## src/ebtd_pkg.sv

```systemverilog
package ebtd_pkg;

    // Field widths of the channels.
    localparam int SAMPLE_W    = 48;
    localparam int STATUS_W    = 3;
    localparam int TS_W        = 32;
    localparam int BIT_LEN_W   = 16;
    localparam int FRAME_LEN_W = 24;
    localparam int CFG_INDEX_W = 3;
    localparam int CFG_DATA_W  = 24;

    // A run that is accepted never exceeds frame length plus tolerance.
    localparam int RUN_W  = FRAME_LEN_W + 1;
    // Rounding divide: (2 * run + b) / (2 * b).
    localparam int NUM_W  = RUN_W + 2;
    localparam int DEN_W  = BIT_LEN_W + 1;
    // Difference of two sample numbers, with sign.
    localparam int DIFF_W = SAMPLE_W + 1;

    // Register values after reset.
    localparam logic [BIT_LEN_W-1:0]   BIT_LEN_RESET   = 16'd30;
    localparam logic [BIT_LEN_W-1:0]   BIT_TOL_RESET   = 16'd6;
    localparam logic [FRAME_LEN_W-1:0] FRAME_LEN_RESET = 24'd1170;
    localparam logic [FRAME_LEN_W-1:0] FRAME_TOL_RESET = 24'd150;
    localparam logic [FRAME_LEN_W-1:0] GAP_RESET       = 24'd15000;

    // Frame layout: four LSB-first bytes and three stop/start pairs.
    localparam int BYTES  = 4;
    localparam int BYTE_W = 8;
    localparam int unsigned BYTE_START [BYTES] = '{1, 11, 21, 31};
    localparam int PAIRS  = 3;
    localparam int unsigned PAIR_FIRST [PAIRS] = '{9, 19, 29};

    typedef enum logic [STATUS_W-1:0] {
        ST_OK         = 3'd0,
        ST_BAD_RUN    = 3'd1,
        ST_FEW_BITS   = 3'd2,
        ST_BAD_STRUCT = 3'd3,
        ST_BAD_FRAME  = 3'd4,
        ST_BAD_TIMING = 3'd5
    } t_status;

    typedef enum logic [CFG_INDEX_W-1:0] {
        CFG_BIT_LEN   = 3'd0,
        CFG_BIT_TOL   = 3'd1,
        CFG_FRAME_LEN = 3'd2,
        CFG_FRAME_TOL = 3'd3,
        CFG_GAP       = 3'd4
    } t_cfg_index;

    // Channel payloads.
    typedef struct packed {
        logic [SAMPLE_W-1:0] sample_number;
        logic                level;
    } t_edge;

    typedef struct packed {
        logic [STATUS_W-1:0] status;
        logic [TS_W-1:0]     timestamp;
        logic [SAMPLE_W-1:0] frame_start_sample;
    } t_result;

    typedef struct packed {
        logic [CFG_INDEX_W-1:0] index;
        logic [CFG_DATA_W-1:0]  data;
    } t_cfg_write;

    // Request to the serial divider.
    typedef struct packed {
        logic             start;
        logic [NUM_W-1:0] num;
        logic [DEN_W-1:0] den;
    } t_div_req;

    // Control of the frame shift register.
    typedef struct packed {
        logic shift;
        logic bit_in;
    } t_fill_ctl;

    // What the frame shift register reports about a full frame.
    typedef struct packed {
        logic            structure_ok;
        logic [TS_W-1:0] timestamp;
    } t_frame_view;

endpackage

```

## src/ebtd_serial_mul.sv

```systemverilog
module ebtd_serial_mul import ebtd_pkg::*; #(
    parameter int N_W = 6
) (
    input  logic                     i_clk,
    input  logic                     i_rst_n,
    input  logic                     i_start,
    input  logic [N_W-1:0]           i_n,
    input  logic [BIT_LEN_W-1:0]     i_a,
    input  logic [BIT_LEN_W-1:0]     i_b,
    output logic                     o_done,
    output logic [BIT_LEN_W+N_W-1:0] o_prod_a,
    output logic [BIT_LEN_W+N_W-1:0] o_prod_b
);

    localparam int PROD_W = BIT_LEN_W + N_W;
    localparam int CNT_W  = $clog2(N_W + 1);

    logic [CNT_W-1:0]  r_cnt;
    logic              r_done;
    logic [N_W-1:0]    r_n;
    logic [PROD_W-1:0] r_ma;
    logic [PROD_W-1:0] r_mb;
    logic [PROD_W-1:0] r_acc_a;
    logic [PROD_W-1:0] r_acc_b;

    // Shift-and-add, one multiplier bit per cycle, both products together.
    always_ff @(posedge i_clk) begin
        if (!i_rst_n) begin
            r_cnt  <= '0;
            r_done <= 1'b0;
        end else begin
            r_done <= 1'b0;
            if (i_start) begin
                r_cnt   <= CNT_W'(N_W);
                r_n     <= i_n;
                r_ma    <= PROD_W'(i_a);
                r_mb    <= PROD_W'(i_b);
                r_acc_a <= '0;
                r_acc_b <= '0;
            end else if (r_cnt != '0) begin
                r_cnt <= r_cnt - 1'b1;
                r_n   <= r_n >> 1;
                r_ma  <= r_ma << 1;
                r_mb  <= r_mb << 1;
                if (r_n[0]) begin
                    r_acc_a <= r_acc_a + r_ma;
                    r_acc_b <= r_acc_b + r_mb;
                end
                if (r_cnt == CNT_W'(1)) begin
                    r_done <= 1'b1;
                end
            end
        end
    end

    assign o_done   = r_done;
    assign o_prod_a = r_acc_a;
    assign o_prod_b = r_acc_b;

endmodule

```

## config.mk

```make
export PLATFORM = sky130hd
export DESIGN_NAME = ebtd_serial_mul
export DESIGN_NICKNAME = d
export VERILOG_FILES = /design/src/ebtd_pkg.sv /design/src/ebtd_serial_mul.sv
export SDC_FILE = /design/constraint.sdc
export NUM_CORES = 1
export LEC_CHECK = 0
export ABC_AREA = 1
export BUFFER_PORTS_ARGS = -buffer_cell sky130_fd_sc_hd__buf_4
export CORE_AREA = 2 2 119 121
export CTS_CLUSTER_SIZE = 24
export DETAILED_ROUTE_END_ITERATION = 10
export DIE_AREA = 0 0 121 123
export PLACE_DENSITY = 0.72
export SETUP_SLACK_MARGIN = 0.5
export SLEW_MARGIN = 25
export SYNTH_ARGS = -nofsm -noshare
export SYNTH_HDL_FRONTEND = slang
export SYNTH_SLANG_ARGS = --single-unit
```

## constraint.sdc

```tcl
create_clock -name i_clk -period 10 [get_ports i_clk]
set_input_delay 1 -clock i_clk [delete_from_list [all_inputs] [get_ports i_clk]]
set_output_delay 1 -clock i_clk [all_outputs]
set_load 0.01 [all_outputs]
```

Word-level counts from Yosys, hierarchy flattened
Cells that the tools add are included.

Flip-flop bits (word level): 98. Input port bits: 41. Output and inout port bits: 45. Word-level logic and storage cells: 36.

$add $sub $neg: 3. Equality and inequality tests: 1. Mux-type cells: 13. Bitwise logic cells: 2. Reduce and logical (&&, ||, !) cells: 7.

Operators with widths (count): $mux W22 (6); $add A22 B22 Y22 (2); $mux W16 (2); $mux W6 (2); $mux W3 (2); $reduce_bool A2 Y1 (2); $eq A3 B1 Y1 const B (1); $reduce_and A3 Y1 (1); $reduce_bool A3 Y1 (1); $reduce_or A3 Y1 (1); $sub A3 B1 Y3 const B (1); $not A1 Y1 (2); $reduce_and A2 Y1 (1); $reduce_or A2 Y1 (1); $mux W1 (1).

Longest topological paths before layout
Depth after elaboration: 3. Gate-level depth with buffers: 13. Gate-level depth less buffers: 13.

Worst setup path before layout
OpenSTA, ideal clock, no wires.

Path kind: input port to flip-flop. Start point: input i_start. End point: register r_acc_a[0] (netlist: o_prod_a[0]) (enable). Setup time: 404 ps. Data arrival time: 4611 ps. Data required time: 9596 ps. Setup slack: 4984 ps. Stages: 4. Cell sequence: buf_2 > nor2_1 > nor2_1 > o21a_1.

Longest elaborated chain between the ends: 2. Elaborated cells between the ends (all ways): 3. Those cells by class: 3 x reduce/logical.

Ends and longest elaborated chain: from (decl) (line ebtd_serial_mul.sv:6) `input logic i_start,`; $reduce_bool A2 Y1 (no line); $reduce_and A3 Y1 (no line) *; to (signal assigned) (line ebtd_serial_mul.sv:46) `r_acc_a <= r_acc_a + r_ma;`; to (decl) (line ebtd_serial_mul.sv:23) `logic [PROD_W-1:0] r_acc_a;`.

Every way passes the cells marked *; elsewhere a longest branch is shown, timed or not. A chain may end at the register's enable or synchronous reset.

Worst setup path in the final report
Start point: input i_start. End point: register r_ma[18] (enable).

Longest elaborated chain between the ends: 2.

Ends and longest elaborated chain: $reduce_bool A2 Y1 (no line); $reduce_and A2 Y1 (no line); to (signal assigned) (line ebtd_serial_mul.sv:36) `r_ma <= PROD_W'(i_a);`; to (signal assigned) (line ebtd_serial_mul.sv:43) `r_ma <= r_ma << 1;`; to (decl) (line ebtd_serial_mul.sv:21) `logic [PROD_W-1:0] r_ma;`.

Every way passes these cells.

==> results.json <==
{
  "outcome": "finished clean",
  "grt_pass1_vias": 5340,
  "critPathMaxStageDelay_ns": 0.58,
  "num_vias": 5732,
  "synth_cell_types": 36,
  "cts_buffer_depth": 2,
  "cts_setup_buffers": 0,
  "fmax_mhz": 400,
  "worstMarginPinSlew_ns": 0.705,
  "setup.worst_path.class": "in2reg",
  "synthFlopType": "edfxtp_1",
  "yosys.area.top_type": "edfxtp_1",
  "worstPathRequired_ns": 9.99,
  "synth_area_leaders": "edfxtp_1, nand2_1, inv_1",
  "p_per_area_nw_per_um2": 165,
  "place_congestion": 0.894,
  "rsz0062_at_grt": "false",
  "core_area_um2": 13600,
  "avgRoutedWirePerCell_um": 12.9,
  "clock_skew_ns": 0.00740,
  "p_total_mw": 1.30,
  "cts_inserted_buffers": 9,
  "gr-total-overflow": 0,
  "critPathMaxFanout": 65,
  "drive_gt1_share_pct": 13.4,
  "crit_top_cell": "buf_4",
  "ys_ff_latch": 98,
  "cts_root_buf": "clkbuf_16",
  "fin_util_pct": 57.9,
  "place_ws_ns": 7.11,
  "setup_ws_ns": 7.50,
  "ys.warnings.count": 0,
  "cts_tree": "built",
  "path_cells": "buf_4 > nor2_1 > nor2_4 > buf_4",
  "synth_edf_count": 94,
  "ys_seq_area_share_pct": 43.3,
  "syn-mean-instance-area_um2": 7.39,
  "multiInputGateArea_um2": 3170,
  "setup_viol_count_final": 0,
  "min_period_ns": 2.50,
  "async_reset_ff_share_pct": 0,
  "grt_pass1_wl_um": 25100,
  "grtUsageTotal_pct": 21.5,
  "maxSlewHeadroom_pct": 53.0,
  "final_hold_viol_count": 0,
  "drv_cap": 0,
  "final_antenna_net_count": 0,
  "die_y_um": 123,
  "end_kind": "flip-flop",
  "slowest_stage": "buf_4",
  "path_clk_slew_ns": 0.07,
  "cts_sinks": 98,
  "antennaDiodeCount": 0,
  "cts_resized": 0,
  "route.detailed.drc": 0,
  "num-nets-final": 1078,
  "post-dp-hpwl_um": 11300,
  "vias_per_cell": 4.87,
  "ir_drop_uv": 87.5,
  "drv_slew": 0,
  "arrival_ns": 2.49,
  "netlist_area_um2": 6700,
  "hp-class": "reg2reg",
  "initial_utilization_pct": 49.2,
  "seqCellArea_um2": 2900,
  "antenna_found_initial": 0,
  "ctsHoldBuffers": 0,
  "clk_latency_ns": 0.36,
  "p_leak_nw": 4.02,
  "port_buffers": 85,
  "fin_tns_setup_ns": 0,
  "dr.pass1.iters": 6,
  "grt_max_degree": 66,
  "syn-num-nets": 994,
  "wirelength_um": 15200,
  "fillCellCount": 1306,
  "synth_top_area_share_pct": 42.1,
  "drt-initial-drc-count": 465,
  "htreeDepth": 3,
  "fp-row-count": 43,
  "syn_inst": 907,
  "die-area_um2": 14900,
  "fin_crit_sh_pct": 25.0,
  "die_width_um": 121,
  "cp-start-kind": "input pin",
  "io_pins": 86,
  "areaGrowthSynthToFinish_pct": 17.5
}
==> metrics by stage <==
step                hold WS (ns)  cells  instance area [um^2]
floorplan                  0.404    907                  6700
global placement           0.428   1160                  7530
detailed placement         0.439   1160                  7530
CTS                        0.449   1176                  7880
global route               0.469   1176                  7880
finish                     0.447   1176                  7880
==> logic make-up after synthesis <==
kind of cell               count (synthesis)  share of synthesized area, %
and+or+nand+nor                          511                          31.4
adders and majority gates                 46                          8.81
buffers and inverters                    168                          9.56
xor gates and xnor gates                   4                         0.523
DFF                                       98                          43.3
AOI/OAI and AO/OA                         80                          6.42
==> placed cells by master, fill, tap and decap left out, types with 4 or more instances in the layout <==
cell type / n
nand2_2: 14
o21ai_0: 15
edfxtp_1: 94
nand4_1: 6
dfxtp_1: 4
o21bai_1: 4
clkbuf_16: 9
inv_1: 152
a21oi_1: 54
nor2_1: 90
nand2_1: 340
nand3_1: 36
nor3_1: 6
buf_4: 87
ha_1: 44
nor2_4: 6
==> worst paths after layout <==
check | to | startpoint | cells past startpoint | slack, ns
worst max register to register | o_prod_b[16] | o_prod_b[0] | 11 | 7.65
worst min-delay path | o_done | r_cnt[1] | 1 | 0.45
worst min register to register | o_done | r_cnt[1] | 1 | 0.45
worst max-delay path | r_ma[18] | i_start | 4 | 7.50
==> state kept, by name (all words and copies together) (netlist names) <==
signal and count:
r_n 6, o_prod_a 22, r_ma 22, o_prod_b 22
o_done 1, r_cnt 3, r_mb 22
==> critical path: cells and delay by family <==
kind	cells	cell delay (ns)
buffers and inverters	2	1.11
AND/OR/NAND/NOR	2	0.33
==> power breakdown <==
part	switching, mW	total, mW	internal [mW]
registers	0.0237	0.525	0.502
logic	0.231	0.366	0.135
clock network	0.161	0.407	0.246
total	0.415	1.30	0.882
==> final cells by class <==
class,instances,area share (%)
Multi-Input combinational cell,641,40.3
Clock inverter,6,1.45
Clock buffer,10,2.91
Sequential cell,98,36.9
Tap cell,180,2.86
Inverter,154,7.34
Timing Repair Buffer,87,8.29
==> layer usage <==
metal	up-vias	wire (um)	share of wire [%]	global-route usage, %
li1	3034	-	-	-
met1	2533	7440	49	31.2
met2	151	6640	44	33.6
met3	14	891	5.9	2.95
met4	0	217	1.4	6.90
met5	-	0	0	0
==> synth_stat cells (3+ instances only) <==
master    instances
edfxtp_1         94
nor3_1            6
a21oi_1          54
dfxtp_1           4
o21a_1            4
buf_1             5
inv_1           152
nor2_1           91
nand2_2          14
nand4_1           6
nor2_2            3
o21bai_1          4
clkbuf_1          5
ha_1             44
nand3_1          36
o21ai_0          15
nor2_4            5
nand2_1         340
No activity file was read; power rests on OpenSTA's default activity.
