<file path="src/ebtd_pkg.sv">
package ebtd_pkg;

    // Field widths of the channels.
    localparam int SAMPLE_W    = 48;
    localparam int STATUS_W    = 3;
    localparam int TS_W        = 32;
    localparam int BIT_LEN_W   = 16;
    localparam int FRAME_LEN_W = 24;
    localparam int CFG_INDEX_W = 3;
    localparam int CFG_DATA_W  = 24;

    // A run that is accepted never exceeds frame length plus tolerance.
    localparam int RUN_W  = FRAME_LEN_W + 1;
    // Rounding divide: (2 * run + b) / (2 * b).
    localparam int NUM_W  = RUN_W + 2;
    localparam int DEN_W  = BIT_LEN_W + 1;
    // Difference of two sample numbers, with sign.
    localparam int DIFF_W = SAMPLE_W + 1;

    // Register values after reset.
    localparam logic [BIT_LEN_W-1:0]   BIT_LEN_RESET   = 16'd30;
    localparam logic [BIT_LEN_W-1:0]   BIT_TOL_RESET   = 16'd6;
    localparam logic [FRAME_LEN_W-1:0] FRAME_LEN_RESET = 24'd1170;
    localparam logic [FRAME_LEN_W-1:0] FRAME_TOL_RESET = 24'd150;
    localparam logic [FRAME_LEN_W-1:0] GAP_RESET       = 24'd15000;

    // Frame layout: four LSB-first bytes and three stop/start pairs.
    localparam int BYTES  = 4;
    localparam int BYTE_W = 8;
    localparam int unsigned BYTE_START [BYTES] = '{1, 11, 21, 31};
    localparam int PAIRS  = 3;
    localparam int unsigned PAIR_FIRST [PAIRS] = '{9, 19, 29};

    typedef enum logic [STATUS_W-1:0] {
        ST_OK         = 3'd0,
        ST_BAD_RUN    = 3'd1,
        ST_FEW_BITS   = 3'd2,
        ST_BAD_STRUCT = 3'd3,
        ST_BAD_FRAME  = 3'd4,
        ST_BAD_TIMING = 3'd5
    } t_status;

    typedef enum logic [CFG_INDEX_W-1:0] {
        CFG_BIT_LEN   = 3'd0,
        CFG_BIT_TOL   = 3'd1,
        CFG_FRAME_LEN = 3'd2,
        CFG_FRAME_TOL = 3'd3,
        CFG_GAP       = 3'd4
    } t_cfg_index;

    // Channel payloads.
    typedef struct packed {
        logic [SAMPLE_W-1:0] sample_number;
        logic                level;
    } t_edge;

    typedef struct packed {
        logic [STATUS_W-1:0] status;
        logic [TS_W-1:0]     timestamp;
        logic [SAMPLE_W-1:0] frame_start_sample;
    } t_result;

    typedef struct packed {
        logic [CFG_INDEX_W-1:0] index;
        logic [CFG_DATA_W-1:0]  data;
    } t_cfg_write;

    // Request to the serial divider.
    typedef struct packed {
        logic             start;
        logic [NUM_W-1:0] num;
        logic [DEN_W-1:0] den;
    } t_div_req;

    // Control of the frame shift register.
    typedef struct packed {
        logic shift;
        logic bit_in;
    } t_fill_ctl;

    // What the frame shift register reports about a full frame.
    typedef struct packed {
        logic            structure_ok;
        logic [TS_W-1:0] timestamp;
    } t_frame_view;

endpackage

</file>
<file path="src/ebtd_divider.sv">
module ebtd_divider import ebtd_pkg::*; #(
    parameter int Q_W = 7
) (
    input  logic           i_clk,
    input  logic           i_rst_n,
    input  t_div_req       i_req,
    output logic           o_done,
    output logic [Q_W-1:0] o_quotient
);

    localparam int CNT_W = $clog2(NUM_W + 1);

    logic [CNT_W-1:0] r_cnt;
    logic             r_done;
    logic [NUM_W-1:0] r_num;
    logic [DEN_W-1:0] r_den;
    logic [DEN_W-1:0] r_rem;
    logic [Q_W-1:0]   r_quot;
    logic             r_sat;

    logic [DEN_W:0]   partial;
    logic [DEN_W+1:0] trial;
    logic             q_bit;
    logic [DEN_W-1:0] n_rem;

    // One restoring step: bring down the next numerator bit and try the divisor.
    always_comb begin
        partial = {r_rem, r_num[NUM_W-1]};
        trial   = {1'b0, partial} - {2'b00, r_den};
        q_bit   = ~trial[DEN_W+1];
        n_rem   = q_bit ? trial[DEN_W-1:0] : partial[DEN_W-1:0];
    end

    // Iterate one quotient bit per cycle, most significant first.
    always_ff @(posedge i_clk) begin
        if (!i_rst_n) begin
            r_cnt  <= '0;
            r_done <= 1'b0;
        end else begin
            r_done <= 1'b0;
            if (i_req.start) begin
                r_cnt  <= CNT_W'(NUM_W);
                r_num  <= i_req.num;
                r_den  <= i_req.den;
                r_rem  <= '0;
                r_quot <= '0;
                r_sat  <= 1'b0;
            end else if (r_cnt != '0) begin
                r_cnt  <= r_cnt - 1'b1;
                r_num  <= {r_num[NUM_W-2:0], 1'b0};
                r_rem  <= n_rem;
                r_quot <= {r_quot[Q_W-2:0], q_bit};
                r_sat  <= r_sat | r_quot[Q_W-1];
                if (r_cnt == CNT_W'(1)) begin
                    r_done <= 1'b1;
                end
            end
        end
    end

    // The quotient saturates; the caller clamps it to the open bit count anyway.
    assign o_done     = r_done;
    assign o_quotient = r_sat ? '1 : r_quot;

endmodule

</file>
<file path="config.mk">
export PLATFORM = sky130hd
export DESIGN_NAME = ebtd_divider
export DESIGN_NICKNAME = d
export VERILOG_FILES = /design/src/ebtd_pkg.sv /design/src/ebtd_divider.sv
export SDC_FILE = /design/constraint.sdc
export NUM_CORES = 1
export LEC_CHECK = 0
export BUFFER_PORTS_ARGS = -buffer_cell sky130_fd_sc_hd__buf_2
export CAP_MARGIN = 20
export CORE_MARGIN = 4
export CORE_UTILIZATION = 55
export DETAILED_ROUTE_END_ITERATION = 12
export GPL_ROUTABILITY_DRIVEN = 0
export PLACE_DENSITY = 0.77
export SYNTH_ARGS = -nofsm -noshare
export SYNTH_HDL_FRONTEND = slang
export SYNTH_SLANG_ARGS = --single-unit
</file>
<file path="constraint.sdc">
create_clock -name i_clk -period 8.1 [get_ports i_clk]
set_input_delay 1.215 -clock i_clk [delete_from_list [all_inputs] [get_ports i_clk]]
set_output_delay 1.215 -clock i_clk [all_outputs]
set_load 0.01 [all_outputs]
</file>
# Yosys cells after proc, flatten, opt, wreduce, memory -nomap -nowiden
# Cells that the tools add are included.
dict set report word_totals {
  ff_bits 75
  in_bits 47
}
dict set report op_classes {
  add_sub_neg 2
  eq_ne 1
  muxes 10
  n_bitwise 4
  n_reduce_logical 6
}
# operator count
set op_table {}
lappend op_table {{2-to-1 mux 27 bit} 2}
lappend op_table {{2-to-1 mux 17 bit} 2}
lappend op_table {{subtractor 18 x 17 -> 19 bit} 1}
lappend op_table {{2-to-1 mux 7 bit} 2}
lappend op_table {{2-to-1 mux 5 bit} 2}
lappend op_table {{== test 5 x 1 -> 1 bit, second input constant} 1}
lappend op_table {{nonzero test 5 bit} 1}
lappend op_table {{subtractor 5 x 1 -> 5 bit, second input constant} 1}
lappend op_table {{AND reduction 2 bit} 2}
lappend op_table {{inverter 1 bit} 3}
lappend op_table {{OR reduction 3 bit} 1}
lappend op_table {{2-to-1 mux 1 bit} 2}
lappend op_table {{nonzero test 2 bit} 1}
lappend op_table {{OR reduction 2 bit} 1}
lappend op_table {{bitwise OR 1 bit} 1}

# Depth between registers and ports, before layout
dict set report logic_depth {
  depth_word 3
  ltp_mapped 12
  depth_no_buf 10
}

# Least setup slack after synthesis
# No wires, ideal clock.
dict set report synth_timing {
  path_type {in2reg}
  start {in i_req[44] (netlist name)}
  end {reg r_num[0], enable pin}
  arrival_time_ns 2.993
  t_required_ns 7.687
  slack_ns 4.694
  stages 3
  n_path_buf 2
  cell_sequence {clkbuf_1 > clkbuf_1 > o21a_1}
}
dict set report synth_between {
  elab_chain_cells 2
}
# item line_no
set synth_lines {}
lappend synth_lines {{start, declared} ebtd_divider.sv:6} ;# input t_div_req i_req,
lappend synth_lines {{nonzero test 2 bit (no line)} n/a}
lappend synth_lines {{AND reduction 2 bit (no line)} n/a}
lappend synth_lines {{end signal, assigned} ebtd_divider.sv:43} ;# r_num <= i_req.num;
lappend synth_lines {{end signal, assigned} ebtd_divider.sv:50} ;# r_num <= {r_num[NUM_W-2:0], 1'b0};
lappend synth_lines {{end, declared} ebtd_divider.sv:15} ;# logic [NUM_W-1:0] r_num;
# No other way between the ends.
# A chain may end at the register's enable or synchronous reset.

# Final worst setup path
dict set report layout_timing {
  start {in i_req[44] (netlist name)}
  end {reg r_rem[3], enable pin}
}
dict set report layout_between {
  elab_chain_cells 2
}
# item line_no
set layout_lines {}
lappend layout_lines {{nonzero test 2 bit (no line)} n/a}
lappend layout_lines {{AND reduction 2 bit (no line)} n/a}
lappend layout_lines {{end signal, assigned} ebtd_divider.sv:51} ;# r_rem <= n_rem;
lappend layout_lines {{end, declared} ebtd_divider.sv:17} ;# logic [DEN_W-1:0] r_rem;
# No other way between the ends.

==> qor.txt <==
fin crit share: 0.3656
worst path arrival time: 2970 ps
IO Port Bufs: 54
commonest register cell after synthesis: edfxtp_1
CP delay by family, top: buffers and inverters
Max Clk Rate: 337.7 MHz
fill count: 540
Iter 0 DRT Violations: 129
launch point of the worst path: i_req[44]
final instance area: 0.004533 mm2
most used cell, CP: buf_4
WL/cell: 15.36 um
Internal Pwr Total: 710.5 uW
final worst setup slack: 5139 ps
Via density: 5.537
post-synth top area share: 0.5172
pre-CTS setup slack: 4749 ps
Clock Path Buffers: 2
register-to-register setup slack: 5160 ps
RR Endpoint: r_rem[16]$_SDFFCE_PP0P_
Synth area leader: edfxtp_1
Max stage delay on crit path: 670 ps
CP max stage cell: o21a_2
post-synthesis register bit count: 75
Reg2Reg Launch Point: r_num[26]$_DFFE_PP_
Worst-path clk slew: 90 ps
I/O Pins: 55
sequential area share after synthesis: 0.5472
row count: 30
GRT Util Overall: 0.1766
Post-Synth Adder-Cell Area: 0.06746
Area contributors post-synth: edfxtp_1, mux2_2, ha_1, dfxtp_1, inv_1
Slew Limit Headroom: 0.4358
Max IR drop VDD: 0.0001258 V
Crit Path Category: in2reg
worst path buffer plus inverter count: 3
number of cells produced by synthesis: 327
measured slew at the worst slew-check pin: 846.3 ps
Net Switching: 326.1 uW
fraction of the mapped netlist area in simple logic gates: 0.1171
Pre-Repair DR Iteration Count: 5
unrepaired setup endpoints after global routing: false
commonest non-fill, non-tap cell in the layout: edfxtp_1
WP data required: 8110 ps
Compound-Gate Fraction of Synth Area: 0.1174
number of H-tree levels: 3
pin count of the biggest net entering global routing: 62
CP endpoint: r_rem[3]$_SDFFCE_PP0P_
XOR/XNOR Fraction of Synth Area: 0.02623
diode count: 0
DIE HEIGHT: 93.35 um
Post-CTS Hold Buffers: 0
Clk network pwr share: 0.259
total power: 1037 uW
Critical Path Stages: 4
Sw Ratio: 0.3146
CTS tree: built
cell area after technology mapping: 0.004006 mm2
Max Slew Vio Count: 0
Setup Fix Bufs, Post-CTS: 0
Die Area: 0.008713 mm2
# setup viols final: 0
startpoint types: input pin
DRT Wirelength: 7433 um
Clock Sinks: 75
Lkg Pwr: 0.001833 uW
die width: 93.35 um
clk_lat worst skew: 350 ps
Layout area overhead: 13.15%
outcome: complete, no violations
Synth async-reset ratio: 0
Worst Reg-to-Reg Cells: 10
leading cell types in the layout, fill and taps excluded: edfxtp_1, buf_2, mux2_2, inv_1, ha_1
register area: 0.002192 mm2
placed insts: 468
vias in the first global route: 2,642
worst hold path class: reg2reg
total core area: 0.006944 mm2
power share of the combinational group: 0.265
crit path cell chain: buf_2 -> buf_4 -> o21a_2 -> buf_4
worst hold stages: 1
Yosys warnings: 0
placed cell area: 0.004350 mm2
layout cell share with drive strength beyond 1: 0.2964
post-DP HPWL: 5247 um
Min Clock Period, post-route: 2961 ps
synthesized area per cell: 12.25 um2
sequential power share: 0.476
net count after synthesis: 395
crit-path max FO: 61
initial antenna violation count: 0
Hold Fails Final Rpt: 0
CP endpoint kind: flip-flop
TNS Setup: 0 ps
Routed Antenna Nets: 0
CTS buffer count: 9
Post-synth EDFFs: 69
multi-input logic area: 0.001659 mm2
clock root cell: clkbuf_8
DRC viols: 0
global-route wire length before repair: 12,020 um
clk_skew: 13.00 ps
nets@finish: 451
Cell variety after synth: 57
post-cts resize count: 0
Via Count: 2,680
non-filler instance count after layout: 484
mux share of post-synthesis cell area: 0.08557
Initial Util: 0.5769
PwrDens: 228.7 mW/mm2
Maximum Capacitance Violations: 0
GRT overflow: 0
largest family of logic cells by synthesized area: compound AO/OA/AOI/OAI gates
==> kinds of logic (layout without fill, tap and decap cells) <==
| kind of cell | count (synthesis) | in the layout |
|---|---|---|
| XOR/XNOR | 12 | 12 |
| buffers and inverters | 36 | 97 |
| AND/OR/NAND/NOR | 87 | 87 |
| AO/OA/AOI/OAI | 65 | 65 |
| adder cells (fa/ha/maj) | 21 | 21 |
| flip-flops | 75 | 75 |
| multiplexers | 31 | 31 |
==> cell usage after synthesis (2+ instances only) <==
cell type / n
a211o_1: 3
and3_1: 2
o21ai_0: 11
or2_2: 7
nand2_1: 17
a21o_1: 4
nor2b_1: 8
nand3_1: 8
inv_1: 25
o31a_1: 2
nor3_1: 2
a211oi_2: 5
mux2_2: 26
xor2_1: 5
mux2i_1: 5
edfxtp_1: 69
nand3b_1: 5
and3b_1: 2
buf_2: 2
nor2_1: 19
ha_1: 20
or3_1: 2
a21oi_1: 18
dfxtp_1: 6
clkbuf_1: 7
o21a_1: 4
nor4b_1: 3
xnor2_1: 7
a311o_1: 2
and2_1: 4
==> routing by layer <==
metal,GRT usage,wire length [um],vias to the layer above
met2,0.2859,3621,73
met4,0.08425,191,0
met5,0,0,-
met3,0.03298,346,24
li1,-,-,1320
met1,0.2285,3274,1263
==> how the worst min path moves through the flow <==
stage | from | to | slack [ps]
floorplan | r_num[0]$_SDFFCE_PN0P_ | r_num[1]$_DFFE_PP_ | 520
global placement | r_num[11]$_DFFE_PP_ | r_num[12]$_DFFE_PP_ | 530
finish | r_num[5]$_DFFE_PP_ | r_num[6]$_DFFE_PP_ | 560
CTS | r_num[8]$_DFFE_PP_ | r_num[9]$_DFFE_PP_ | 560
detailed placement | r_num[25]$_DFFE_PP_ | r_num[26]$_DFFE_PP_ | 530
global route | r_num[8]$_DFFE_PP_ | r_num[9]$_DFFE_PP_ | 570
==> sequential cells by signal (all words and copies together), names as in the netlist <==
signal and count:
o_done 1, r_cnt 5, r_den 17, r_num 27, r_quot 7, r_rem 17, r_sat 1
==> layout make-up <==
type                       count  area share
timing repair buffer          56     0.06293
sequential                    75      0.4836
clock buffer                   9     0.02733
tap                           96     0.02650
clock inverter                 7     0.01297
multi-input combinational    216      0.3660
inverter                      25     0.02070
==> power by group through the flow <==
stage / Combinational [uW] / Clock (uW) / Sequential (uW)
6_report: 275 / 268 / 494
3_5_place_dp: 272 / 0 / 502
3_3_place_gp: 266 / 0 / 501
4_1_cts: 274 / 274 / 494
5_1_grt: 307 / 292 / 498
2_1_floorplan: 220 / 0 / 495
==> metrics by stage <==
stage,hold WS [ps],utilization
2_1_floorplan,524.8,-
3_5_place_dp,534.2,0.6265
6_report,555.3,0.6528
3_3_place_gp,525.6,0.6265
5_1_grt,570.8,0.6528
4_1_cts,557.3,0.6528
Note: power is estimated with default switching activity, not from simulation.
