`src/ebtd_pkg.sv`:
```
package ebtd_pkg;

    // Field widths of the channels.
    localparam int SAMPLE_W    = 48;
    localparam int STATUS_W    = 3;
    localparam int TS_W        = 32;
    localparam int BIT_LEN_W   = 16;
    localparam int FRAME_LEN_W = 24;
    localparam int CFG_INDEX_W = 3;
    localparam int CFG_DATA_W  = 24;

    // A run that is accepted never exceeds frame length plus tolerance.
    localparam int RUN_W  = FRAME_LEN_W + 1;
    // Rounding divide: (2 * run + b) / (2 * b).
    localparam int NUM_W  = RUN_W + 2;
    localparam int DEN_W  = BIT_LEN_W + 1;
    // Difference of two sample numbers, with sign.
    localparam int DIFF_W = SAMPLE_W + 1;

    // Register values after reset.
    localparam logic [BIT_LEN_W-1:0]   BIT_LEN_RESET   = 16'd30;
    localparam logic [BIT_LEN_W-1:0]   BIT_TOL_RESET   = 16'd6;
    localparam logic [FRAME_LEN_W-1:0] FRAME_LEN_RESET = 24'd1170;
    localparam logic [FRAME_LEN_W-1:0] FRAME_TOL_RESET = 24'd150;
    localparam logic [FRAME_LEN_W-1:0] GAP_RESET       = 24'd15000;

    // Frame layout: four LSB-first bytes and three stop/start pairs.
    localparam int BYTES  = 4;
    localparam int BYTE_W = 8;
    localparam int unsigned BYTE_START [BYTES] = '{1, 11, 21, 31};
    localparam int PAIRS  = 3;
    localparam int unsigned PAIR_FIRST [PAIRS] = '{9, 19, 29};

    typedef enum logic [STATUS_W-1:0] {
        ST_OK         = 3'd0,
        ST_BAD_RUN    = 3'd1,
        ST_FEW_BITS   = 3'd2,
        ST_BAD_STRUCT = 3'd3,
        ST_BAD_FRAME  = 3'd4,
        ST_BAD_TIMING = 3'd5
    } t_status;

    typedef enum logic [CFG_INDEX_W-1:0] {
        CFG_BIT_LEN   = 3'd0,
        CFG_BIT_TOL   = 3'd1,
        CFG_FRAME_LEN = 3'd2,
        CFG_FRAME_TOL = 3'd3,
        CFG_GAP       = 3'd4
    } t_cfg_index;

    // Channel payloads.
    typedef struct packed {
        logic [SAMPLE_W-1:0] sample_number;
        logic                level;
    } t_edge;

    typedef struct packed {
        logic [STATUS_W-1:0] status;
        logic [TS_W-1:0]     timestamp;
        logic [SAMPLE_W-1:0] frame_start_sample;
    } t_result;

    typedef struct packed {
        logic [CFG_INDEX_W-1:0] index;
        logic [CFG_DATA_W-1:0]  data;
    } t_cfg_write;

    // Request to the serial divider.
    typedef struct packed {
        logic             start;
        logic [NUM_W-1:0] num;
        logic [DEN_W-1:0] den;
    } t_div_req;

    // Control of the frame shift register.
    typedef struct packed {
        logic shift;
        logic bit_in;
    } t_fill_ctl;

    // What the frame shift register reports about a full frame.
    typedef struct packed {
        logic            structure_ok;
        logic [TS_W-1:0] timestamp;
    } t_frame_view;

endpackage

```
`src/ebtd_frame_shift.sv`:
```
module ebtd_frame_shift import ebtd_pkg::*; #(
    parameter int FRAME_BITS = 40
) (
    input  logic        i_clk,
    input  t_fill_ctl   i_ctl,
    output t_frame_view o_view
);

    logic [FRAME_BITS-1:0] r_bits;

    // Bits enter at the top; after a full frame, frame bit k sits at index k.
    always_ff @(posedge i_clk) begin
        if (i_ctl.shift) begin
            r_bits <= {i_ctl.bit_in, r_bits[FRAME_BITS-1:1]};
        end
    end

    // Start bit low, each stop/start pair different, and the four data bytes.
    always_comb begin
        o_view.structure_ok = ~r_bits[0];
        for (int p = 0; p < PAIRS; p++) begin
            if (r_bits[PAIR_FIRST[p]] == r_bits[PAIR_FIRST[p] + 1]) begin
                o_view.structure_ok = 1'b0;
            end
        end
        for (int k = 0; k < BYTES; k++) begin
            for (int j = 0; j < BYTE_W; j++) begin
                o_view.timestamp[k * BYTE_W + j] = r_bits[BYTE_START[k] + j];
            end
        end
    end

endmodule

```
`config.mk`:
```
export PLATFORM = sky130hd
export DESIGN_NAME = ebtd_frame_shift
export DESIGN_NICKNAME = d
export VERILOG_FILES = /design/src/ebtd_pkg.sv /design/src/ebtd_frame_shift.sv
export SDC_FILE = /design/constraint.sdc
export NUM_CORES = 1
export LEC_CHECK = 0
export BUFFER_PORTS_ARGS = -buffer_cell sky130_fd_sc_hd__buf_2
export CORE_AREA = 2 2 57 59
export CTS_CLUSTER_DIAMETER = 200
export DETAILED_ROUTE_END_ITERATION = 7
export DIE_AREA = 0 0 59 61
export HOLD_SLACK_MARGIN = 0.08
export PLACE_DENSITY_LB_ADDON = 0.3
export SLEW_MARGIN = 25
export SYNTH_ARGS = -nofsm -noshare
export SYNTH_HDL_FRONTEND = slang
export SYNTH_SLANG_ARGS = --single-unit
```
`constraint.sdc`:
```
create_clock -name i_clk -period 0.95 [get_ports i_clk]
set_input_delay 0.095 -clock i_clk [delete_from_list [all_inputs] [get_ports i_clk]]
set_output_delay 0.095 -clock i_clk [all_outputs]
set_load 0.01 [all_outputs]
```
# Word level (Yosys, flattened, before mapping)
# Index checks and enable logic that the tools add are counted.
# W data, S select, Z words.
# op_classes
bitwise	1
eq_ne	3
muxes	3
# ops
op	count
$eq A1 B1 Y1	3
$mux W1	3
$not A1 Y1	1
# totals
ff_bits	40
input_bits	3
output_inout_bits	33

# Depth between registers and ports, before layout
# Gate-level depths: netlist (run 1).
# depth
word_depth	4
depth_mapped	2
ltp_nobuf	2

# Least setup slack after synthesis (run 1)
# Ideal clock, no wire load.
# synth_path
path_type	reg-to-output
from	register r_bits[10]
to	output o_view[32] in the netlist's numbering
path_stages_with_launch	3
arrival_time_ns	0.859
n_path_buf	0
t_required_ns	0.855
slack_ns	-0.004
cell_sequence	edfxtp_1 xnor2_1 nor4_2
# synth_lines
item	line	source
start, declared	ebtd_frame_shift.sv:9	logic [FRAME_BITS-1:0] r_bits;
start signal, assigned	ebtd_frame_shift.sv:14	r_bits <= {i_ctl.bit_in, r_bits[FRAME_BITS-1:1]};
end, declared	ebtd_frame_shift.sv:6	output t_frame_view o_view

==> results of run 1 <==
==> placed cells by master (no fill, tap or decap) <==
cell type	instances
buf_12	1
buf_2	34
buf_4	25
buf_6	1
bufinv_16	1
clkbuf_1	1
clkbuf_4	5
clkinv_2	1
dlygate4sd3_1	1
edfxtp_1	40
nor4_2	1
xnor2_1	3
==> Yosys cell counts, drive strengths merged <==
library cell,n
edfxtp,40
buf,32
xnor2,3
nor4,1
==> per-stage QoR <==
step                      power [uW]  hold WS [ns]  setup slack (ns)
after floorplan                 2283        0.1939         -0.003538
after global placement          2318        0.2729          -0.06970
after detailed placement        2324        0.2841          -0.07651
after CTS                       3432        0.1878           -0.4707
after global routing            3563        0.2085           -0.5331
final                           3410        0.2059           -0.4432
==> timing repair <==
action | 4_1_cts | 5_1_grt
setup buffers | 15 | 8
endpoints found under the hold margin | 1 | 0
gates resized for setup | 0 | 1
endpoints found under the setup margin | 33 | 33
pin swaps | 0 | 0
hold buffers | 1 | 0
==> how the worst min path moves through the flow <==
stage                        start              endpoint  slack [ns]  cells past startpoint
final                     i_ctl[1]  r_bits[32]$_DFFE_PP_        0.21                      2
after global routing      i_ctl[1]  r_bits[32]$_DFFE_PP_        0.21                      2
after CTS                 i_ctl[1]  r_bits[18]$_DFFE_PP_        0.19                      2
after detailed placement  i_ctl[0]  r_bits[39]$_DFFE_PP_        0.28                      1
after global placement    i_ctl[0]  r_bits[39]$_DFFE_PP_        0.27                      1
after floorplan           i_ctl[0]  r_bits[39]$_DFFE_PP_        0.19                      0
==> logic make-up after synthesis <==
group         Yosys count  synth area share [%]
flops                  40                 81.15
simple gates            1                0.8452
xor+xnor                3                 1.775
buf+inv                32                 16.23
==> metal layers <==
metal	vias to the layer above	share of wire, %	GRT usage (%)
met3	8	5.8	3.838
met5	-	0	0
li1	314	-	-
met1	339	43	15.98
met2	29	49	19.68
met4	0	2.6	8.766
==> critical path: stages (launching register included) <==
cell and delay, ns:
edfxtp_1 0.42, xnor2_1 0.15, nor4_2 0.22, buf_2 0.16
==> power by group through the flow <==
stage          clock network (uW)  registers [uW]  logic, uW
6_report                     1050            2100        256
5_1_grt                      1170            2120        277
4_1_cts                      1100            2100        233
3_5_place_dp                    0            2140        181
3_3_place_gp                    0            2140        179
2_1_floorplan                   0            2130        155
==> final cells by class <==
class,count,share of cell area [%]
Tap cell,33,2.350
Clock buffer,6,2.350
Sequential cell,40,68.38
Clock inverter,2,1.994
Multi-Input combinational cell,4,2.208
Timing Repair Buffer,62,22.72
==> results.json, run 1 <==
{
  "status": "complete, but fails checks",
  "violations": "setup timing",
  "ys_seq_area_share_pct": 81.15,
  "nets": 116,
  "drc_errors": 0,
  "drt_iter0_drc": 11,
  "areaGrowthSynthToFinish_pct": 18.68,
  "skew_ns": 0.01093,
  "maxCapViolCount": 0,
  "dp_hpwl_um": 1188,
  "via_per_inst": 4.694,
  "antenna_cells": 0,
  "final_core_util_pct": 59.49,
  "largest-register": "r_bits",
  "syn_area_sq_um": 1480,
  "worstSetupStartpointType": "flip-flop",
  "cts.sinks": 40,
  "fin_ws_ns": -0.4432,
  "routabilityCongestion": 0.6786,
  "largest_reg_flops": 40,
  "r2r_start": "r_bits[19]$_DFFE_PP_",
  "grtUsageTotal_pct": 12.90,
  "maxSlewHeadroom_pct": 87.13,
  "die_h_um": 61,
  "r2r_slack_ns": 0.02,
  "static-leakage-power_uw": 0.0007158,
  "postSynthRegisterBits": 40,
  "synth_top_area_share_pct": 81.15,
  "overflow": 0,
  "seqPwrFrac_pct": 61.7,
  "rows": 20,
  "drtPass1Iterations": 4,
  "hold_path_class": "in -> reg",
  "setup-tns-final_ns": -1.390,
  "initial_utilization_pct": 50.13,
  "grt_pass1_wl_um": 3084,
  "slew_violations": 0,
  "htreeDepth": 2,
  "cts_made_buffers": 5,
  "finalHoldViolations": 0,
  "dr_total_vias": 690,
  "power.switching_uw": 666.3,
  "synth_cell_type_count": 4,
  "yosys_warnings": 0,
  "finalSetupViolCount": 33,
  "stdcell_count": 147,
  "grt_pass1_vias": 656,
  "core_sq_um": 2953,
  "layout-drive-gt1-share_pct": 60.53,
  "worstPathMaxFanout": 2,
  "dieWidth_um": 59,
  "die_area_sq_um": 3599,
  "dp.cells": 115,
  "worstPathArrival_ns": 1.30,
  "finalInstanceArea_sq_um": 1757,
  "p_clk_share_pct": 30.8,
  "nFillCells": 223,
  "yosysTopAreaCell": "edfxtp_1",
  "end_kind": "output pin",
  "fin_crit_sh_pct": 146.7,
  "crit_required_ns": 0.85,
  "layout_min_cycle_time_ns": 1.393,
  "path_class": "reg -> out",
  "switching_share_pct": 19.54,
  "wl_per_cell_um": 14.02,
  "power.internal_uw": 2744,
  "multiInputGateArea_sq_um": 38.79,
  "clk_latency_ns": 0.33,
  "p_comb_share_pct": 7.5,
  "synthTopCellsByArea": "edfxtp_1 (81%), buf_4 (16%), xnor2_1 (1.8%), nor4_2 (0.85%)",
  "syn_avg_cell_area_sq_um": 19.48,
  "routed_wl_um": 2061,
  "antenna_found_initial": 0,
  "worst_slew_pin_slew_ns": 0.1916,
  "cp-endpoint": "o_view[32]",
  "p_per_area_nw_per_um2": 1941,
  "postPlaceCellArea_sq_um": 1491,
  "cts_tree": "built",
  "vdd_drop_max_mv": 1.336,
  "root_buffer": "clkbuf_4",
  "fmax_mhz": 717.8,
  "cts.path.max_buffers": 2,
  "worst_r2r_path_depth": 2,
  "regArea_sq_um": 1201,
  "syn_inst": 76,
  "io_buffers": 35,
  "grt_max_degree": 28,
  "reg_top3": "r_bits (40)",
  "rsz0062_at_grt": "yes",
  "syn_nets": 79,
  "r2r_end": "r_bits[18]$_DFFE_PP_",
  "crit_path_start": "r_bits[9]$_DFFE_PP_",
  "io_pins": 36,
  "clk_pin_slew_worst_paths_ns": 0.11,
  "ant_nets": 0
}
(Power assumes the default switching activity.)
==> run 2, diff against run 1 <==
==> config.mk (replaced) <==
export PLATFORM = sky130hd
export DESIGN_NAME = ebtd_frame_shift
export DESIGN_NICKNAME = d
export VERILOG_FILES = /design/src/ebtd_pkg.sv /design/src/ebtd_frame_shift.sv
export SDC_FILE = /design/constraint.sdc
export NUM_CORES = 1
export LEC_CHECK = 0
export ABC_AREA = 1
export BUFFER_PORTS_ARGS = -buffer_cell sky130_fd_sc_hd__buf_2
export CORE_AREA = 2 2 58 60
export CTS_CLUSTER_DIAMETER = 200
export DETAILED_ROUTE_END_ITERATION = 7
export DIE_AREA = 0 0 60 62
export HOLD_SLACK_MARGIN = 0.08
export PLACE_DENSITY = 0.74
export SYNTH_ARGS = -nofsm -noshare
export SYNTH_HDL_FRONTEND = slang
export SYNTH_SLANG_ARGS = --single-unit
==> results.json, run 2 <==
{
  "switching_share_pct": 20.49,
  "layout-drive-gt1-share_pct": 54.47,
  "syn_area_sq_um": 1504,
  "finalSetupViolCount": 34,
  "static-leakage-power_uw": 0.0007554,
  "areaGrowthSynthToFinish_pct": 19.72,
  "htreeDepth": 2,
  "dp_hpwl_um": 1246,
  "yosysMostFrequentCell": "edfxtp_1",
  "antenna_cells": 0,
  "maxCapViolCount": 0,
  "reg_top3": "r_bits (40)",
  "stdcell_count": 169,
  "fmax_mhz": 740.8,
  "initial_utilization_pct": 47.30,
  "skew_ns": 0.006948,
  "dieWidth_um": 60,
  "syn_nets": 91,
  "largest_reg_flops": 40,
  "layout_commonest_cell": "edfxtp_1",
  "status": "complete, but fails checks",
  "antenna_found_initial": 0,
  "synthTopCellsByArea": "edfxtp_1 (80%), buf_4 (16%), nand2_1 (1.7%), inv_1 (1.5%), a21oi_1 (0.33%)",
  "end_kind": "output pin",
  "cts.path.max_buffers": 2,
  "worst_slew_pin_slew_ns": 0.1396,
  "path_class": "reg -> out",
  "syn_inst": 88,
  "drtPass1Iterations": 4,
  "drt_iter0_drc": 14,
  "cts_tree": "built",
  "core_sq_um": 3179,
  "synth_common_cells": "edfxtp_1 (40), buf_4 (32), nand2_1 (7)",
  "power.internal_uw": 2739,
  "yosysTopAreaCell": "edfxtp_1",
  "slew_violations": 0,
  "ys.flop_type": "edfxtp_1",
  "io_pins": 36,
  "wl_per_cell_um": 13.00,
  "synth_cell_type_count": 7,
  "nets": 125,
  "power.switching_uw": 706.0,
  "io_buffers": 35,
  "layout_min_cycle_time_ns": 1.350,
  "synth_top_area_share_pct": 79.87,
  "p_clk_share_pct": 31.3,
  "cts_made_buffers": 5,
  "worstPathMaxFanout": 3,
  "hold_path_class": "in -> reg",
  "crit_required_ns": 0.85,
  "die_h_um": 62,
  "grt_max_degree": 22,
  "routed_wl_um": 2197,
  "vdd_drop_max_mv": 0.9988,
  "worstSetupStartpointType": "flip-flop",
  "drc_errors": 0,
  "nFillCells": 262,
  "fin_ws_ns": -0.3999,
  "finalHoldViolations": 0,
  "p_comb_share_pct": 7.6,
  "seqPwrFrac_pct": 61.1,
  "fin_crit_sh_pct": 142.1,
  "regArea_sq_um": 1201,
  "clk_pin_slew_worst_paths_ns": 0.12,
  "ant_nets": 0,
  "maxSlewHeadroom_pct": 90.69,
  "rows": 21,
  "cts.sinks": 40,
  "p_per_area_nw_per_um2": 1913,
  "worstPathArrival_ns": 1.25,
  "violations": "setup timing",
  "multiInputGateArea_sq_um": 43.79,
  "final_cell_mix": "edfxtp_1 (40), buf_2 (33), buf_4 (21)",
  "via_per_inst": 4.231,
  "grtUsageTotal_pct": 12.20,
  "setup-tns-final_ns": -1.634,
  "synth_edf_count": 40,
  "dr_total_vias": 715,
  "routabilityCongestion": 0.6854,
  "grt_pass1_vias": 689,
  "clk_latency_ns": 0.34,
  "yosys_warnings": 0,
  "overflow": 0,
  "grt_pass1_wl_um": 3063,
  "die_area_sq_um": 3720,
  "synthArstFlopShare_pct": 0,
  "root_buffer": "clkbuf_4",
  "rsz0062_at_grt": "yes",
  "largest-register": "r_bits",
  "syn_avg_cell_area_sq_um": 17.09,
  "dp.cells": 140,
  "ys_seq_area_share_pct": 79.87,
  "postSynthRegisterBits": 40
}
-- run 2: worst paths after layout --
path | from | endpoint | slack, ns | depth (start not counted)
hold reg to reg | r_bits[39]$_DFFE_PP_ | r_bits[38]$_DFFE_PP_ | 0.43 | 0
setup reg to reg | r_bits[3]$_DFFE_PP_ | r_bits[2]$_DFFE_PP_ | 0 | 2
hold / removal | i_ctl[1] | r_bits[21]$_DFFE_PP_ | 0.20 | 2
setup / recovery | r_bits[19]$_DFFE_PP_ | o_view[32] | -0.40 | 4
-- run 2: final cells by class --
| type | count | area share, % |
|---|---|---|
| repair buffers | 59 | 21.96 |
| clock buffers | 5 | 2.085 |
| flip-flops and latches | 40 | 66.71 |
| well taps | 46 | 3.197 |
| multi-input cells | 10 | 2.432 |
| clock inverters | 3 | 2.363 |
| inverters | 6 | 1.251 |
-- run 2: kinds of logic after synthesis --
kind of cell | after synthesis | synth area share (%)
buffers and inverters | 38 | 17.47
DFF | 40 | 79.87
AOI/OAI and AO/OA | 1 | 0.3325
and+or+nand+nor | 9 | 2.329
-- run 2: worst max-delay path, stage by stage (launching register included) --
cell and delay (ns):
edfxtp_1 0.45, a21oi_2 0.16, nand2_1 0.08, nor2_1 0.09, buf_2 0.14
-- run 2: timing repair --
item / in CTS / in global routing
setup buffers: 12 / 10
gates resized for setup: 1 / 2
endpoints found under the hold margin: 1 / 0
setup endpoints to repair: 33 / 34
hold buffers: 1 / 0
-- run 2: routing by layer --
layer  global-route usage [%]  wire length (um)  up-vias
met1                    14.09               947      342
met2                    18.94              1097       31
li1                         -                 -      338
met3                    4.555               117        4
met5                        0                 0        -
met4                    8.571                35        0
-- run 2: stage by stage --
stage / hold slack [ns] / power, uW / util (%) / setup WS (ns) / instance area (sq um)
after CTS: 0.1811 / 3455 / 54.35 / -0.3889 / 1728
after global routing: 0.1802 / 3601 / 56.63 / -0.4818 / 1800
after floorplan: 0.1939 / 2282 / - / 0.1191 / 1504
after detailed placement: 0.2741 / 2330 / 48.56 / -0.01712 / 1544
after global placement: 0.2728 / 2323 / 48.56 / 0.04663 / 1544
final: 0.1957 / 3445 / 56.63 / -0.3999 / 1800
-- run 2: power by group through the flow --
stage	Combinational (uW)	Sequential [uW]	Clock, uW
after floorplan	154	2130	0
after global placement	186	2140	0
after detailed placement	190	2140	0
after CTS	233	2100	1120
after global routing	282	2120	1200
final	261	2100	1080
==> run 3, diff against run 2 <==
--- a/config.mk
+++ b/config.mk
@@ -13,6 +13,7 @@
 export DIE_AREA = 0 0 60 62
 export HOLD_SLACK_MARGIN = 0.08
 export PLACE_DENSITY = 0.74
+export RECOVER_POWER = 50
 export SYNTH_ARGS = -nofsm -noshare
 export SYNTH_HDL_FRONTEND = slang
 export SYNTH_SLANG_ARGS = --single-unit
==> constraint.sdc (replaced) <==
create_clock -name i_clk -period 0.95 [get_ports i_clk]
set_input_delay 0.0475 -clock i_clk [delete_from_list [all_inputs] [get_ports i_clk]]
set_output_delay 0.0475 -clock i_clk [all_outputs]
set_load 0.01 [all_outputs]
==> results.json, run 3 (same netlist as run 2, synthesis figures left out) <==
{
  "worstSetupStartpointType": "flip-flop",
  "routabilityCongestion": 0.7109,
  "r2r_start": "r_bits[22]$_DFFE_PP_",
  "routed_wl_um": 2025,
  "antenna_found_initial": 0,
  "rows": 21,
  "crit_required_ns": 0.90,
  "total_power_uw": 3086,
  "root_buffer": "clkbuf_4",
  "antenna_cells": 0,
  "grt_pass1_vias": 633,
  "largest-register": "r_bits",
  "hp-start": "i_ctl[1]",
  "vdd_drop_max_mv": 0.9724,
  "drt_iter0_drc": 31,
  "cts_tree": "built",
  "nFillCells": 272,
  "cts.path.max_buffers": 2,
  "r2r_slack_ns": 0.13,
  "dp_hpwl_um": 1241,
  "end_kind": "output pin",
  "worst_slew_pin_slew_ns": 0.4974,
  "p_per_area_nw_per_um2": 1843,
  "nets": 117,
  "grt_pass1_wl_um": 2877,
  "r2r_end": "r_bits[21]$_DFFE_PP_",
  "skew_ns": 0.0007470,
  "grtUsageTotal_pct": 11.66,
  "fin_ws_ns": -0.3001,
  "htreeDepth": 2,
  "final_core_util_pct": 52.66,
  "rsz0062_at_grt": "yes",
  "hold_ws_ns": 0.3596,
  "wl_per_cell_um": 12.58,
  "finalHoldViolations": 0,
  "grt_max_degree": 22,
  "clk_pin_slew_worst_paths_ns": 0.10,
  "cts.sinks": 40,
  "core_sq_um": 3179,
  "slew_violations": 0,
  "layout_min_cycle_time_ns": 1.250,
  "drc_errors": 0,
  "finalSetupViolCount": 5,
  "areaGrowthSynthToFinish_pct": 11.31,
  "ant_nets": 0,
  "fin_crit_sh_pct": 131.6,
  "worstPathArrival_ns": 1.20,
  "maxCapViolCount": 0,
  "via_per_inst": 4.248,
  "fmax_mhz": 799.9,
  "worstPathMaxFanout": 3,
  "status": "complete, but fails checks",
  "dieWidth_um": 60,
  "initial_utilization_pct": 47.30,
  "static-leakage-power_uw": 0.0006893,
  "die_area_sq_um": 3720,
  "die_h_um": 62,
  "layout-drive-gt1-share_pct": 46.96,
  "violations": "setup timing",
  "io_pins": 36,
  "maxSlewHeadroom_pct": 66.84,
  "layout_commonest_cell": "edfxtp_1",
  "worst_r2r_path_depth": 1,
  "dr_total_vias": 684,
  "cts_made_buffers": 5,
  "io_buffers": 35,
  "reg_top3": "r_bits (40)",
  "hold_depth": 2,
  "path_class": "reg -> out",
  "drtPass1Iterations": 3,
  "overflow": 0,
  "clk_latency_ns": 0.33,
  "final_cell_mix": "edfxtp_1 (40), buf_2 (32), buf_4 (13)",
  "hold_path_class": "in -> reg",
  "largest_reg_flops": 40,
  "min_to": "r_bits[12]$_DFFE_PP_"
}
[run 3: changes by cell type in the layout (fill, tap and decap cells not counted), moves of 2 or more]
cell      previous run  this run
clkbuf_2             0         2
clkbuf_1             0         3
buf_4               21        13
buf_12               2         0
[run 3: final cells by class]
type                       instances  area, sq um  area share [%]
clock buffer                       7        45.04           2.691
timing repair buffer              51        304.0           18.16
multi-input combinational         10        40.04           2.392
sequential                        40         1201           71.75
clock inverter                     1        3.754          0.2242
tap                               46        57.56           3.438
inverter                           6        22.52           1.345
[run 3: report_power, final]
part           switching (uW)  total (uW)  internal [uW]  leakage (uW)
Clock                     482         767            285     0.0000269
Combinational             114         215            100      0.000271
Sequential               48.3        2100           2060      0.000391
Total                     645        3090           2440      0.000689
[run 3: metal layers]
layer | wire length, um | global-route usage, %
met1 | 871 | 13.20
met2 | 994 | 17.86
met3 | 120 | 5.383
met4 | 39 | 7.619
met5 | 0 | 0
[run 3: critical path: stages, from the launching register on]
cell      delay [ns]
edfxtp_1        0.43
inv_1           0.08
nand2_1         0.05
nand2_1         0.07
nand2_1         0.05
nor2_1          0.07
buf_2           0.13
[run 3: worst max path at each step]
| stage | startpoint | to | slack [ns] | cells past startpoint |
|---|---|---|---|---|
| CTS | r_bits[9]$_DFFE_PP_ | o_view[32] | -0.34 | 6 |
| global placement | r_bits[9]$_DFFE_PP_ | o_view[32] | 0.09 | 6 |
| finish | r_bits[9]$_DFFE_PP_ | o_view[32] | -0.30 | 6 |
| floorplan | r_bits[19]$_DFFE_PP_ | o_view[32] | 0.17 | 3 |
| detailed placement | r_bits[9]$_DFFE_PP_ | o_view[32] | 0.04 | 6 |
| global route | r_bits[9]$_DFFE_PP_ | o_view[32] | -0.41 | 6 |
[run 3: what timing repair did]
item / in CTS / in global routing
pin swaps: 1 / 0
gates resized for setup: 0 / 2
hold buffers: 1 / 0
setup buffers: 8 / 5
endpoints found under the hold margin: 1 / 0
setup endpoints to repair: 22 / 33
[run 3: through the flow]
step                      setup TNS, ns  instance area (sq um)  instances  setup slack (ns)
after global routing             -1.549                   1674        161           -0.4116
after global placement                0                   1536        139           0.08516
after CTS                       -0.5999                   1655        156           -0.3384
final                           -0.3516                   1674        161           -0.3001
after floorplan                       0                   1504         88            0.1666
after detailed placement              0                   1536        139           0.03899
